### src/rtl/ecap_pkg.sv
`timescale 1ns / 1ps
`default_nettype none
// ----------------------------------------------------------------------------
// ecap_pkg
// Shared constants, micro-operation codes and control structs of the
// prime-field affine point adder.
// ----------------------------------------------------------------------------
package ecap_pkg;

  localparam int FIELD_BITS_DEF = 16;
  localparam int MODULUS_RST    = 29;
  localparam int COEF_A_RST     = 7;
  localparam int THREE          = 3;

  // Configuration register indexes
  localparam int REG_IDX_BITS        = 1;
  localparam logic [REG_IDX_BITS-1:0] REG_MODULUS = 1'b0;
  localparam logic [REG_IDX_BITS-1:0] REG_COEF_A  = 1'b1;

  // Datapath micro-operations
  localparam int OP_BITS = 5;
  localparam logic [OP_BITS-1:0] OP_NONE     = 5'd0;
  localparam logic [OP_BITS-1:0] OP_RED_X1   = 5'd1;
  localparam logic [OP_BITS-1:0] OP_RED_Y1   = 5'd2;
  localparam logic [OP_BITS-1:0] OP_RED_X2   = 5'd3;
  localparam logic [OP_BITS-1:0] OP_RED_Y2   = 5'd4;
  localparam logic [OP_BITS-1:0] OP_RED_A    = 5'd5;
  localparam logic [OP_BITS-1:0] OP_CHORD    = 5'd6;
  localparam logic [OP_BITS-1:0] OP_SQ       = 5'd7;
  localparam logic [OP_BITS-1:0] OP_TRIPLE   = 5'd8;
  localparam logic [OP_BITS-1:0] OP_TANGENT  = 5'd9;
  localparam logic [OP_BITS-1:0] OP_INV_INIT = 5'd10;
  localparam logic [OP_BITS-1:0] OP_DIV      = 5'd11;
  localparam logic [OP_BITS-1:0] OP_QMUL     = 5'd12;
  localparam logic [OP_BITS-1:0] OP_INV_STEP = 5'd13;
  localparam logic [OP_BITS-1:0] OP_SLOPE    = 5'd14;
  localparam logic [OP_BITS-1:0] OP_MSQ      = 5'd15;
  localparam logic [OP_BITS-1:0] OP_X3       = 5'd16;
  localparam logic [OP_BITS-1:0] OP_MY       = 5'd17;
  localparam logic [OP_BITS-1:0] OP_FIN      = 5'd18;
  localparam logic [OP_BITS-1:0] OP_INF      = 5'd19;

  typedef struct packed {
    logic               load;
    logic               go;
    logic [OP_BITS-1:0] op;
  } ecap_cmd_t;

  typedef struct packed {
    logic done;
    logic eqx;
    logic opp;
    logic p_small;
    logic r1_zero;
  } ecap_sts_t;

  // Operations that run on the multicycle engine
  function automatic logic is_multi(input logic [OP_BITS-1:0] op);
    logic m;
    case (op) inside
      OP_RED_X1, OP_RED_Y1, OP_RED_X2, OP_RED_Y2, OP_RED_A,
      OP_SQ, OP_TRIPLE, OP_DIV, OP_QMUL, OP_SLOPE, OP_MSQ, OP_MY: m = 1'b1;
      default: m = 1'b0;
    endcase
    return m;
  endfunction

endpackage
`default_nettype wire

### src/rtl/ecap_if.sv
`timescale 1ns / 1ps
`default_nettype none
// ----------------------------------------------------------------------------
// ecap_if
// Valid/ready channels carrying point pairs in and sums out.
// ----------------------------------------------------------------------------
interface ecap_in_if #(parameter int W = 16);
  logic         valid;
  logic         ready;
  logic [W-1:0] px;
  logic [W-1:0] py;
  logic [W-1:0] qx;
  logic [W-1:0] qy;
  modport source (output valid, px, py, qx, qy, input ready);
  modport sink   (input valid, px, py, qx, qy, output ready);
endinterface

interface ecap_out_if #(parameter int W = 16);
  logic         valid;
  logic         ready;
  logic [W-1:0] sum_x;
  logic [W-1:0] sum_y;
  logic         at_infinity;
  modport source (output valid, sum_x, sum_y, at_infinity, input ready);
  modport sink   (input valid, sum_x, sum_y, at_infinity, output ready);
endinterface
`default_nettype wire

### src/rtl/ecap_ctrl.sv
`timescale 1ns / 1ps
`default_nettype none
// ----------------------------------------------------------------------------
// ecap_ctrl
// Sequencer: walks the micro-operation program and runs the handshakes.
// ----------------------------------------------------------------------------
module ecap_ctrl (
  input  wire                logic clk,
  input  wire                logic rst,
  input  wire                logic in_valid,
  output                     logic in_ready,
  output                     logic out_valid,
  input  wire                logic out_ready,
  input  wire ecap_pkg::ecap_sts_t sts,
  output      ecap_pkg::ecap_cmd_t cmd
);
  import ecap_pkg::*;

  localparam logic [1:0] S_IDLE  = 2'd0;
  localparam logic [1:0] S_ISSUE = 2'd1;
  localparam logic [1:0] S_WAIT  = 2'd2;
  localparam logic [1:0] S_OUT   = 2'd3;

  logic [1:0]         state, state_next;
  logic [OP_BITS-1:0] op, op_next;

  function automatic logic [OP_BITS-1:0] follow(input logic [OP_BITS-1:0] o,
                                                input ecap_sts_t s);
    logic [OP_BITS-1:0] n;
    case (o)
      OP_RED_X1:   n = OP_RED_Y1;
      OP_RED_Y1:   n = OP_RED_X2;
      OP_RED_X2:   n = OP_RED_Y2;
      OP_RED_Y2:   n = OP_RED_A;
      OP_RED_A:    n = (s.eqx && s.opp) ? OP_INF : (s.eqx ? OP_SQ : OP_CHORD);
      OP_CHORD:    n = OP_INV_INIT;
      OP_SQ:       n = OP_TRIPLE;
      OP_TRIPLE:   n = OP_TANGENT;
      OP_TANGENT:  n = OP_INV_INIT;
      OP_INV_INIT: n = OP_DIV;
      OP_DIV:      n = OP_QMUL;
      OP_QMUL:     n = OP_INV_STEP;
      OP_INV_STEP: n = OP_DIV;
      OP_SLOPE:    n = OP_MSQ;
      OP_MSQ:      n = OP_X3;
      OP_X3:       n = OP_MY;
      OP_MY:       n = OP_FIN;
      default:     n = OP_NONE;
    endcase
    return n;
  endfunction

  always_comb begin
    state_next = state;
    op_next    = op;
    cmd        = '0;
    in_ready   = (state == S_IDLE);
    out_valid  = (state == S_OUT);
    case (state)
      S_IDLE: begin
        if (in_valid) begin
          cmd.load   = 1'b1;
          op_next    = sts.p_small ? OP_INF : OP_RED_X1;
          state_next = S_ISSUE;
        end
      end
      S_ISSUE: begin
        // Euclid ends once the remainder reaches zero
        if (op == OP_DIV && sts.r1_zero) begin
          op_next = OP_SLOPE;
        end else begin
          cmd.go = 1'b1;
          cmd.op = op;
          if (is_multi(op)) begin
            state_next = S_WAIT;
          end else if (op == OP_FIN || op == OP_INF) begin
            state_next = S_OUT;
          end else begin
            op_next = follow(op, sts);
          end
        end
      end
      S_WAIT: begin
        if (sts.done) begin
          op_next    = follow(op, sts);
          state_next = S_ISSUE;
        end
      end
      S_OUT: begin
        if (out_ready) state_next = S_IDLE;
      end
      default: state_next = S_IDLE;
    endcase
  end

  always_ff @(posedge clk) begin
    if (rst) begin
      state <= S_IDLE;
      op    <= OP_NONE;
    end else begin
      state <= state_next;
      op    <= op_next;
    end
  end

endmodule
`default_nettype wire

### src/rtl/ecap_dp.sv
`timescale 1ns / 1ps
`default_nettype none
// ----------------------------------------------------------------------------
// ecap_dp
// Datapath: coordinate registers, serial modular multiplier, restoring
// divider for the Euclid quotients, and the result word.
// ----------------------------------------------------------------------------
module ecap_dp #(
  parameter int W = 16
) (
  input  wire                 logic                              clk,
  input  wire                 logic                              rst,
  input  wire                 logic                              cfg_we,
  input  wire                 logic [ecap_pkg::REG_IDX_BITS-1:0] cfg_index,
  input  wire                 logic [W-1:0]                      cfg_data,
  input  wire                 logic [W-1:0]                      px,
  input  wire                 logic [W-1:0]                      py,
  input  wire                 logic [W-1:0]                      qx,
  input  wire                 logic [W-1:0]                      qy,
  input  wire ecap_pkg::ecap_cmd_t                               cmd,
  output      ecap_pkg::ecap_sts_t                               sts,
  output                      logic [W-1:0]                      sum_x,
  output                      logic [W-1:0]                      sum_y,
  output                      logic                              at_infinity
);
  import ecap_pkg::*;

  localparam int CW = $clog2(W + 1);

  logic [W-1:0] modulus, coef_a;
  logic [W-1:0] px_r, py_r, qx_r, qy_r;
  logic [W-1:0] x1, y1, x2, y2, aa, num, den, acc, m, x3;
  logic [W-1:0] r0, r1, t0, t1, rem, dq;
  logic [W-1:0] ma, mb, mr;
  logic [CW-1:0] cnt;
  logic          busy, done;
  logic [OP_BITS-1:0] cur_op;

  logic [W-1:0] three, neg_y2, qm, one;
  logic [W-1:0] mr_dbl, mr_next, rem_next;
  logic [W:0]   trial;
  logic         ge;

  function automatic logic [W-1:0] add_mod(input logic [W-1:0] a, input logic [W-1:0] b,
                                           input logic [W-1:0] p);
    logic [W:0] s;
    s = {1'b0, a} + {1'b0, b};
    if (s >= {1'b0, p}) s = s - {1'b0, p};
    return s[W-1:0];
  endfunction

  function automatic logic [W-1:0] sub_mod(input logic [W-1:0] a, input logic [W-1:0] b,
                                           input logic [W-1:0] p);
    return (a >= b) ? (a - b) : (a + p - b);
  endfunction

  assign one    = W'(1);
  assign three  = (modulus == W'(2)) ? one : ((modulus == W'(3)) ? '0 : W'(THREE));
  assign neg_y2 = (y2 == '0) ? '0 : (modulus - y2);
  assign qm     = (dq >= modulus) ? (dq - modulus) : dq;

  // One multiplier step: double, then add the multiplicand on a set bit
  assign mr_dbl  = add_mod(mr, mr, modulus);
  assign mr_next = mb[W-1] ? add_mod(mr_dbl, ma, modulus) : mr_dbl;

  // One restoring divider step
  assign trial    = {rem, dq[W-1]};
  assign ge       = (trial >= {1'b0, r1});
  assign rem_next = ge ? W'(trial - {1'b0, r1}) : trial[W-1:0];

  assign sts.done    = done;
  assign sts.eqx     = (x1 == x2);
  assign sts.opp     = (y1 == neg_y2);
  assign sts.p_small = (modulus < W'(2));
  assign sts.r1_zero = (r1 == '0);

  always_ff @(posedge clk) begin
    if (rst) begin
      modulus <= W'(MODULUS_RST);
      coef_a  <= W'(COEF_A_RST);
    end else if (cfg_we) begin
      case (cfg_index)
        REG_MODULUS: modulus <= cfg_data;
        REG_COEF_A:  coef_a  <= cfg_data;
        default: ;
      endcase
    end
  end

  // Engine control
  always_ff @(posedge clk) begin
    if (rst) begin
      busy   <= 1'b0;
      done   <= 1'b0;
      cnt    <= '0;
      cur_op <= OP_NONE;
    end else begin
      done <= busy && (cnt == CW'(1));
      if (cmd.go && is_multi(cmd.op)) begin
        busy   <= 1'b1;
        cnt    <= CW'(W);
        cur_op <= cmd.op;
      end else if (busy) begin
        cnt <= cnt - CW'(1);
        if (cnt == CW'(1)) busy <= 1'b0;
      end
    end
  end

  always_ff @(posedge clk) begin
    if (cmd.load) begin
      px_r <= px;
      py_r <= py;
      qx_r <= qx;
      qy_r <= qy;
    end

    if (busy) begin
      if (cur_op == OP_DIV) begin
        rem <= rem_next;
        dq  <= {dq[W-2:0], ge};
      end else begin
        mr <= mr_next;
        mb <= {mb[W-2:0], 1'b0};
      end
    end

    // Retire multicycle results
    if (done) begin
      case (cur_op)
        OP_RED_X1: x1 <= mr;
        OP_RED_Y1: y1 <= mr;
        OP_RED_X2: x2 <= mr;
        OP_RED_Y2: y2 <= mr;
        OP_RED_A:  aa <= mr;
        OP_SLOPE:  m  <= mr;
        OP_SQ, OP_TRIPLE, OP_QMUL, OP_MSQ, OP_MY: acc <= mr;
        default: ;
      endcase
    end

    if (cmd.go) begin
      mr <= '0;
      case (cmd.op)
        OP_RED_X1: begin ma <= one; mb <= px_r; end
        OP_RED_Y1: begin ma <= one; mb <= py_r; end
        OP_RED_X2: begin ma <= one; mb <= qx_r; end
        OP_RED_Y2: begin ma <= one; mb <= qy_r; end
        OP_RED_A:  begin ma <= one; mb <= coef_a; end
        OP_SQ:     begin ma <= x1; mb <= x1; end
        OP_TRIPLE: begin ma <= three; mb <= acc; end
        OP_QMUL:   begin ma <= qm; mb <= t1; end
        OP_SLOPE:  begin ma <= num; mb <= t0; end
        OP_MSQ:    begin ma <= m; mb <= m; end
        OP_MY:     begin ma <= m; mb <= sub_mod(x1, x3, modulus); end
        OP_DIV: begin
          dq  <= r0;
          rem <= '0;
        end
        OP_CHORD: begin
          num <= sub_mod(y2, y1, modulus);
          den <= sub_mod(x2, x1, modulus);
        end
        OP_TANGENT: begin
          num <= add_mod(acc, aa, modulus);
          den <= add_mod(y1, y1, modulus);
        end
        OP_INV_INIT: begin
          r0 <= modulus;
          r1 <= den;
          t0 <= '0;
          t1 <= one;
        end
        OP_INV_STEP: begin
          r0 <= r1;
          r1 <= rem;
          t0 <= t1;
          t1 <= sub_mod(t0, acc, modulus);
        end
        OP_X3: x3 <= sub_mod(sub_mod(acc, x1, modulus), x2, modulus);
        OP_FIN: begin
          sum_x       <= x3;
          sum_y       <= sub_mod(acc, y1, modulus);
          at_infinity <= 1'b0;
        end
        OP_INF: begin
          sum_x       <= '0;
          sum_y       <= '0;
          at_infinity <= 1'b1;
        end
        default: ;
      endcase
    end
  end

endmodule
`default_nettype wire

### src/rtl/ec_affine_point_add_modp_top.sv
`timescale 1ns / 1ps
`default_nettype none
// ----------------------------------------------------------------------------
// ec_affine_point_add_modp_top
// Affine point addition on y^2 = x^3 + a*x + b over a prime field.
// ----------------------------------------------------------------------------
// Takes one word (px,py,qx,qy) at a time and returns one word holding P+Q.
// Inputs and coef_a are reduced modulo the modulus first. Distinct x uses the
// chord slope, equal points the tangent slope (3x^2+a)/(2y); opposite points,
// a doubling with y equal to zero, or a modulus below two give (0,0) with
// at_infinity set. Every field multiplication runs on one bit-serial modular
// multiplier, and the inverse by extended Euclid uses a restoring divider for
// its quotients. A doubling runs two more multiplier operations than a sum
// with distinct x, and the number of Euclid rounds is at most about
// 1.44 * FIELD_BITS. A result waits in the output register until taken, and
// the next word can be accepted in the cycle after that, so no new word is
// taken while one is in work or its result waits.
// Write modulus (index 0) and coef_a (index 1) only while no word is in work.
// ----------------------------------------------------------------------------
module ec_affine_point_add_modp_top #(
  parameter int FIELD_BITS = ecap_pkg::FIELD_BITS_DEF
) (
  input  wire logic                              clk,
  input  wire logic                              rst,
  input  wire logic                              cfg_we,
  input  wire logic [ecap_pkg::REG_IDX_BITS-1:0] cfg_index,
  input  wire logic [FIELD_BITS-1:0]             cfg_data,
  ecap_in_if.sink                                in_ch,
  ecap_out_if.source                             out_ch
);
  import ecap_pkg::*;

  ecap_cmd_t cmd;
  ecap_sts_t sts;

  // Sequencer: handshakes and the micro-operation program
  ecap_ctrl u_ctrl (
    .clk       (clk),
    .rst       (rst),
    .in_valid  (in_ch.valid),
    .in_ready  (in_ch.ready),
    .out_valid (out_ch.valid),
    .out_ready (out_ch.ready),
    .sts       (sts),
    .cmd       (cmd)
  );

  // Datapath: registers, serial multiplier, divider, output word
  ecap_dp #(.W(FIELD_BITS)) u_dp (
    .clk         (clk),
    .rst         (rst),
    .cfg_we      (cfg_we),
    .cfg_index   (cfg_index),
    .cfg_data    (cfg_data),
    .px          (in_ch.px),
    .py          (in_ch.py),
    .qx          (in_ch.qx),
    .qy          (in_ch.qy),
    .cmd         (cmd),
    .sts         (sts),
    .sum_x       (out_ch.sum_x),
    .sum_y       (out_ch.sum_y),
    .at_infinity (out_ch.at_infinity)
  );

`ifndef SYNTHESIS
  // A point at infinity always carries zero coordinates
  a_inf_zero: assert property (@(posedge clk) disable iff (rst)
    out_ch.valid && out_ch.at_infinity |-> out_ch.sum_x == '0 && out_ch.sum_y == '0)
    else $error("infinity word with nonzero coordinates");

  // Never take a new word while a result waits
  a_one_item: assert property (@(posedge clk) disable iff (rst)
    !(in_ch.ready && out_ch.valid))
    else $error("input ready while result pending");

  // A multicycle operation cannot finish on the cycle after it starts
  a_engine: assert property (@(posedge clk) disable iff (rst)
    cmd.go && is_multi(cmd.op) |=> !sts.done)
    else $error("engine done too early");
`endif

endmodule
`default_nettype wire
### src/flat_wrapper.sv
// flat-port wrapper written by rule: the top's interface ports become plain ports
module ec_affine_point_add_modp_top_flat import ecap_pkg::*;
#(
  parameter int FIELD_BITS = ecap_pkg::FIELD_BITS_DEF
)
  (clk, rst, cfg_we, cfg_index, cfg_data, in_ch_valid, in_ch_px, in_ch_py, in_ch_qx, in_ch_qy, in_ch_ready, out_ch_valid, out_ch_sum_x, out_ch_sum_y, out_ch_at_infinity, out_ch_ready);
  ecap_in_if in_ch_i ();
  ecap_out_if out_ch_i ();
  input  wire logic clk;
  input  wire logic rst;
  input  wire logic cfg_we;
  input  wire logic [ecap_pkg::REG_IDX_BITS-1:0] cfg_index;
  input  wire logic [FIELD_BITS-1:0] cfg_data;
  input wire logic [$bits(in_ch_i.valid)-1:0] in_ch_valid;
  input wire logic [$bits(in_ch_i.px)-1:0] in_ch_px;
  input wire logic [$bits(in_ch_i.py)-1:0] in_ch_py;
  input wire logic [$bits(in_ch_i.qx)-1:0] in_ch_qx;
  input wire logic [$bits(in_ch_i.qy)-1:0] in_ch_qy;
  output wire logic [$bits(in_ch_i.ready)-1:0] in_ch_ready;
  output wire logic [$bits(out_ch_i.valid)-1:0] out_ch_valid;
  output wire logic [$bits(out_ch_i.sum_x)-1:0] out_ch_sum_x;
  output wire logic [$bits(out_ch_i.sum_y)-1:0] out_ch_sum_y;
  output wire logic [$bits(out_ch_i.at_infinity)-1:0] out_ch_at_infinity;
  input wire logic [$bits(out_ch_i.ready)-1:0] out_ch_ready;
  assign in_ch_i.valid = in_ch_valid;
  assign in_ch_i.px = in_ch_px;
  assign in_ch_i.py = in_ch_py;
  assign in_ch_i.qx = in_ch_qx;
  assign in_ch_i.qy = in_ch_qy;
  assign in_ch_ready = in_ch_i.ready;
  assign out_ch_valid = out_ch_i.valid;
  assign out_ch_sum_x = out_ch_i.sum_x;
  assign out_ch_sum_y = out_ch_i.sum_y;
  assign out_ch_at_infinity = out_ch_i.at_infinity;
  assign out_ch_i.ready = out_ch_ready;
  ec_affine_point_add_modp_top #(.FIELD_BITS(FIELD_BITS)) u_core (.clk(clk), .rst(rst), .cfg_we(cfg_we), .cfg_index(cfg_index), .cfg_data(cfg_data), .in_ch(in_ch_i), .out_ch(out_ch_i));
endmodule
### config.mk
export PLATFORM = sky130hd
export DESIGN_NAME = ec_affine_point_add_modp_top_flat
export DESIGN_NICKNAME = d
export VERILOG_FILES = /design/src/rtl/ecap_pkg.sv /design/src/rtl/ecap_if.sv /design/src/rtl/ecap_ctrl.sv /design/src/rtl/ecap_dp.sv /design/src/rtl/ec_affine_point_add_modp_top.sv /design/src/flat_wrapper.sv
export SDC_FILE = /design/constraint.sdc
export NUM_CORES = 2
export LEC_CHECK = 0
export BUFFER_PORTS_ARGS = -buffer_cell sky130_fd_sc_hd__buf_2
export CAP_MARGIN = 20
export CORE_UTILIZATION = 35
export DETAILED_ROUTE_END_ITERATION = 12
export HOLD_SLACK_MARGIN = 0.05
export SYNTH_ARGS = -nofsm -noshare
export SYNTH_HDL_FRONTEND = slang
export SYNTH_SLANG_ARGS = --single-unit
### constraint.sdc
create_clock -name clk -period 8.83 [get_ports clk]
set_input_delay 2.649 -clock clk [delete_from_list [all_inputs] [get_ports clk]]
set_output_delay 2.649 -clock clk [all_outputs]
set_load 0.05 [all_outputs]
==> results.toml <==
[run_status]
status = "finished clean"

[setup_path]
critical_path.max_stage_delay_ps = 680
rrSetupSlack_ps = 790
rr_worst_depth = 29
critPathSlowestCell = "a2111oi_0"
worstPathArrival_ps = 8610
reg2reg_to = "u_core.u_dp.mr[8]$_SDFFE_PP0P_"
cp-end-kind = "register"
path_common_cell = "ha_1"
crit_type = "register to register"
required_ps = 9400
path_max_fanout = 14
cp-start-kind = "register"
rr_startpoint = "u_core.u_dp.modulus[3]$_SDFFE_PP1P_"

[sta]
hold_violations = 0
timing.fmax_ghz = 0.1243
slew_viol_final = 0
finalSetupTns_ps = 0
min_period_ps = 8043
rsz0062_at_grt = "no"
clock_skew_ps = 47.50
period_share_pct = 91.08
max_slew.worst_pin.slew_ps = 1164
setup_viol = 0
max_slew_margin_pct = 22.41

[power]
ir_drop_mv = 0.3002
power.density_mw_per_mm2 = 233.2
power_leakage_nw = 18.23

[clock_network]
cts_buffers = 52
hold_buffers = 0
ctsResizeCount = 0
cts_max_path_buffers = 3
cts_tree = "built"
cts_sinks = 452
clkLatencyLatePin_ps = 680
root_buffer = "clkbuf_16"
postCtsSetupBuffers = 0
clkTransAtPathRegs_ps = 70
ctsHtreeMaxLevel = 2

[final_layout]
syn_to_final_growth_pct = 12.35
nets = 5025
register_area_mm2 = 0.01242
nFillCells = 10840
drive_gt1_share_pct = 9.170
fin_cells = 5975
multi_input_area_mm2 = 0.02470

[die]
rows = 121
start_util_pct = 35.49
die_area_mm2 = 0.1122
coreArea_mm2 = 0.1093
io-pin-count = 121
die_h_um = 334.9
die_w_um = 334.9

[drt]
drc = 0
wire_per_inst_um = 25.71
via_per_inst = 5.791
first_pass_iters = 9
drt-initial-drc-count = 4137
drt_wl_total_um = 153600
drt.antenna.violating_nets = 0
vias = 34600

[placement]
dp_hpwl_um = 118200
dp_cells = 5869
port_buffers = 120
gp_congestion = 1.015

[grt]
grt.total_usage_pct = 26.72
gr-total-overflow = 0
antenna_found_initial = 10
grt_pass1_vias = 32590
grt_max_degree = 67
grt_first_pass_wirelength_um = 218900

[min_path]
min_to = "u_core.u_dp.dq[4]$_DFF_P_"
min_from = "u_core.u_dp.r0[4]$_DFFE_PP_"
whs_path_depth = 2
hold_path.class = "register to register"

[synthesis]
syn_area_mm2 = 0.03879
synth_common_cells = "nand2_1 (403), ha_1 (396), inv_1 (359), nor2_1 (350), edfxtp_1 (337)"
synthesis.nets = 4868
synth_mux_area_share_pct = 3.300
synthAdderAreaFrac_pct = 17.63
synth_edf_count = 337
synth_top_area_cell = "edfxtp_1"
synth_ff_type = "edfxtp_1"
synthArstFlopShare_pct = 0
avgSynthCellArea_um2 = 9.037
synth-compound-area-share_pct = 19.34
yosysTopAreaCellShare_pct = 26.09
synth-xor-area-share_pct = 7.151
ys_seq_area_share_pct = 32.02
syn_inst = 4292
netlist_top_cells_area = "edfxtp_1 (26%), ha_1 (13%), dfxtp_1 (5.9%)"
synth_seq_cells = 452
yosysWarnings = 0
yosys.area_share.simple_pct = 15.81
synth_top_family_by_area = "compound AO/OA/AOI/OAI gates"
post-synth-top-count-cell = "nand2_1"
ys_types = 99

[flow_run]
max_cap_viol_count = 0
[metrics by stage]
step                total power [mW]  cell area (µm²)  setup WS (ps)  hold slack [ps]  utilization [%]
floorplan                      6.351            38790           1617            417.8                -
global placement               7.713            41700           1087            423.7            38.15
detailed placement             7.713            41720           1017            430.2            38.16
CTS                            10.08            43540          953.9            441.1            39.83
global route                   10.68            43560          157.5            462.7            39.85
finish                         10.16            43580          787.5            441.2            39.87
[power breakdown]
group	leakage (nW)	switching, mW	internal, mW
registers	4.11	0.212	2.55
clock network	0.869	1.01	1.34
logic	13.3	3.05	2.00
[layer usage]
layer	routed length, µm	global-route usage (%)	share of wire [%]
met1	61490	34.73	40
met2	64730	40.02	42
met3	13740	3.978	8.9
met4	13670	20.19	8.9
met5	13	0	0.0085
[critical path, delay by kind of cell, from the launching register on]
family                     cells  cell delay (ps)
buffers and inverters          3              600
DFF                            1              600
adders and majority gates      4             1290
and+or+nand+nor                6              860
xor gates and xnor gates       1              210
AOI/OAI and AO/OA             15             4340
[logic make-up (layout without fill, tap and decap cells)]
group           count (synthesis)  after routing
other cells                     0              6
simple gates                 1298           1298
xor+xnor                      312            312
fa+ha+maj                     490            490
buf+inv                       484            685
compound gates               1131           1131
mux                           125            125
flops                         452            452
[how the worst max path moves through the flow]
stage / startpoint / to / cells after the start
after floorplan: u_core.u_dp.modulus[1]$_SDFFE_PP0P_ / u_core.u_dp.mr[14]$_SDFFE_PP0P_ / 30
after global routing: u_core.u_dp.modulus[3]$_SDFFE_PP1P_ / u_core.u_dp.mr[8]$_SDFFE_PP0P_ / 29
final: u_core.u_dp.modulus[3]$_SDFFE_PP1P_ / u_core.u_dp.mr[8]$_SDFFE_PP0P_ / 29
after global placement: u_core.u_dp.modulus[3]$_SDFFE_PP1P_ / u_core.u_dp.mr[8]$_SDFFE_PP0P_ / 29
after detailed placement: u_core.u_dp.modulus[3]$_SDFFE_PP1P_ / u_core.u_dp.mr[8]$_SDFFE_PP0P_ / 29
after CTS: u_core.u_dp.modulus[3]$_SDFFE_PP1P_ / u_core.u_dp.mr[8]$_SDFFE_PP0P_ / 29
[final cells by class]
cell class | count | share of cell area (%)
multi-input cells | 3356 | 56.69
diodes | 6 | 0.03445
flip-flops and latches | 452 | 28.50
well taps | 1476 | 4.238
clock inverters | 33 | 0.9647
clock buffers | 65 | 3.213
inverters | 361 | 3.109
repair buffers | 226 | 3.250
[cell usage in the layout (no fill, tap or decap), drive strengths merged, types with 20 or more instances in the layout]
cell | netlist | layout
o21ai | 216 | 216
nand4 | 45 | 45
xnor2 | 205 | 205
clkbuf | 104 | 66
o31ai | 23 | 23
o211ai | 32 | 32
buf | 19 | 225
ha | 396 | 396
mux2 | 20 | 20
a22oi | 37 | 37
nor4 | 31 | 31
o21bai | 42 | 42
fa | 94 | 94
dfxtp | 115 | 115
a211oi | 81 | 81
nor2b | 57 | 57
nor3 | 106 | 106
xor2 | 104 | 104
nor2 | 350 | 350
o21a | 50 | 50
or3 | 43 | 43
and3 | 26 | 26
a21o | 104 | 104
a21oi | 312 | 312
a31oi | 41 | 41
a221oi | 20 | 20
inv | 361 | 365
edfxtp | 337 | 337
nand2 | 403 | 403
mux2i | 105 | 105
nand2b | 52 | 52
nand3 | 89 | 89
and2 | 32 | 32
Power figures use the tool's default switching activity.
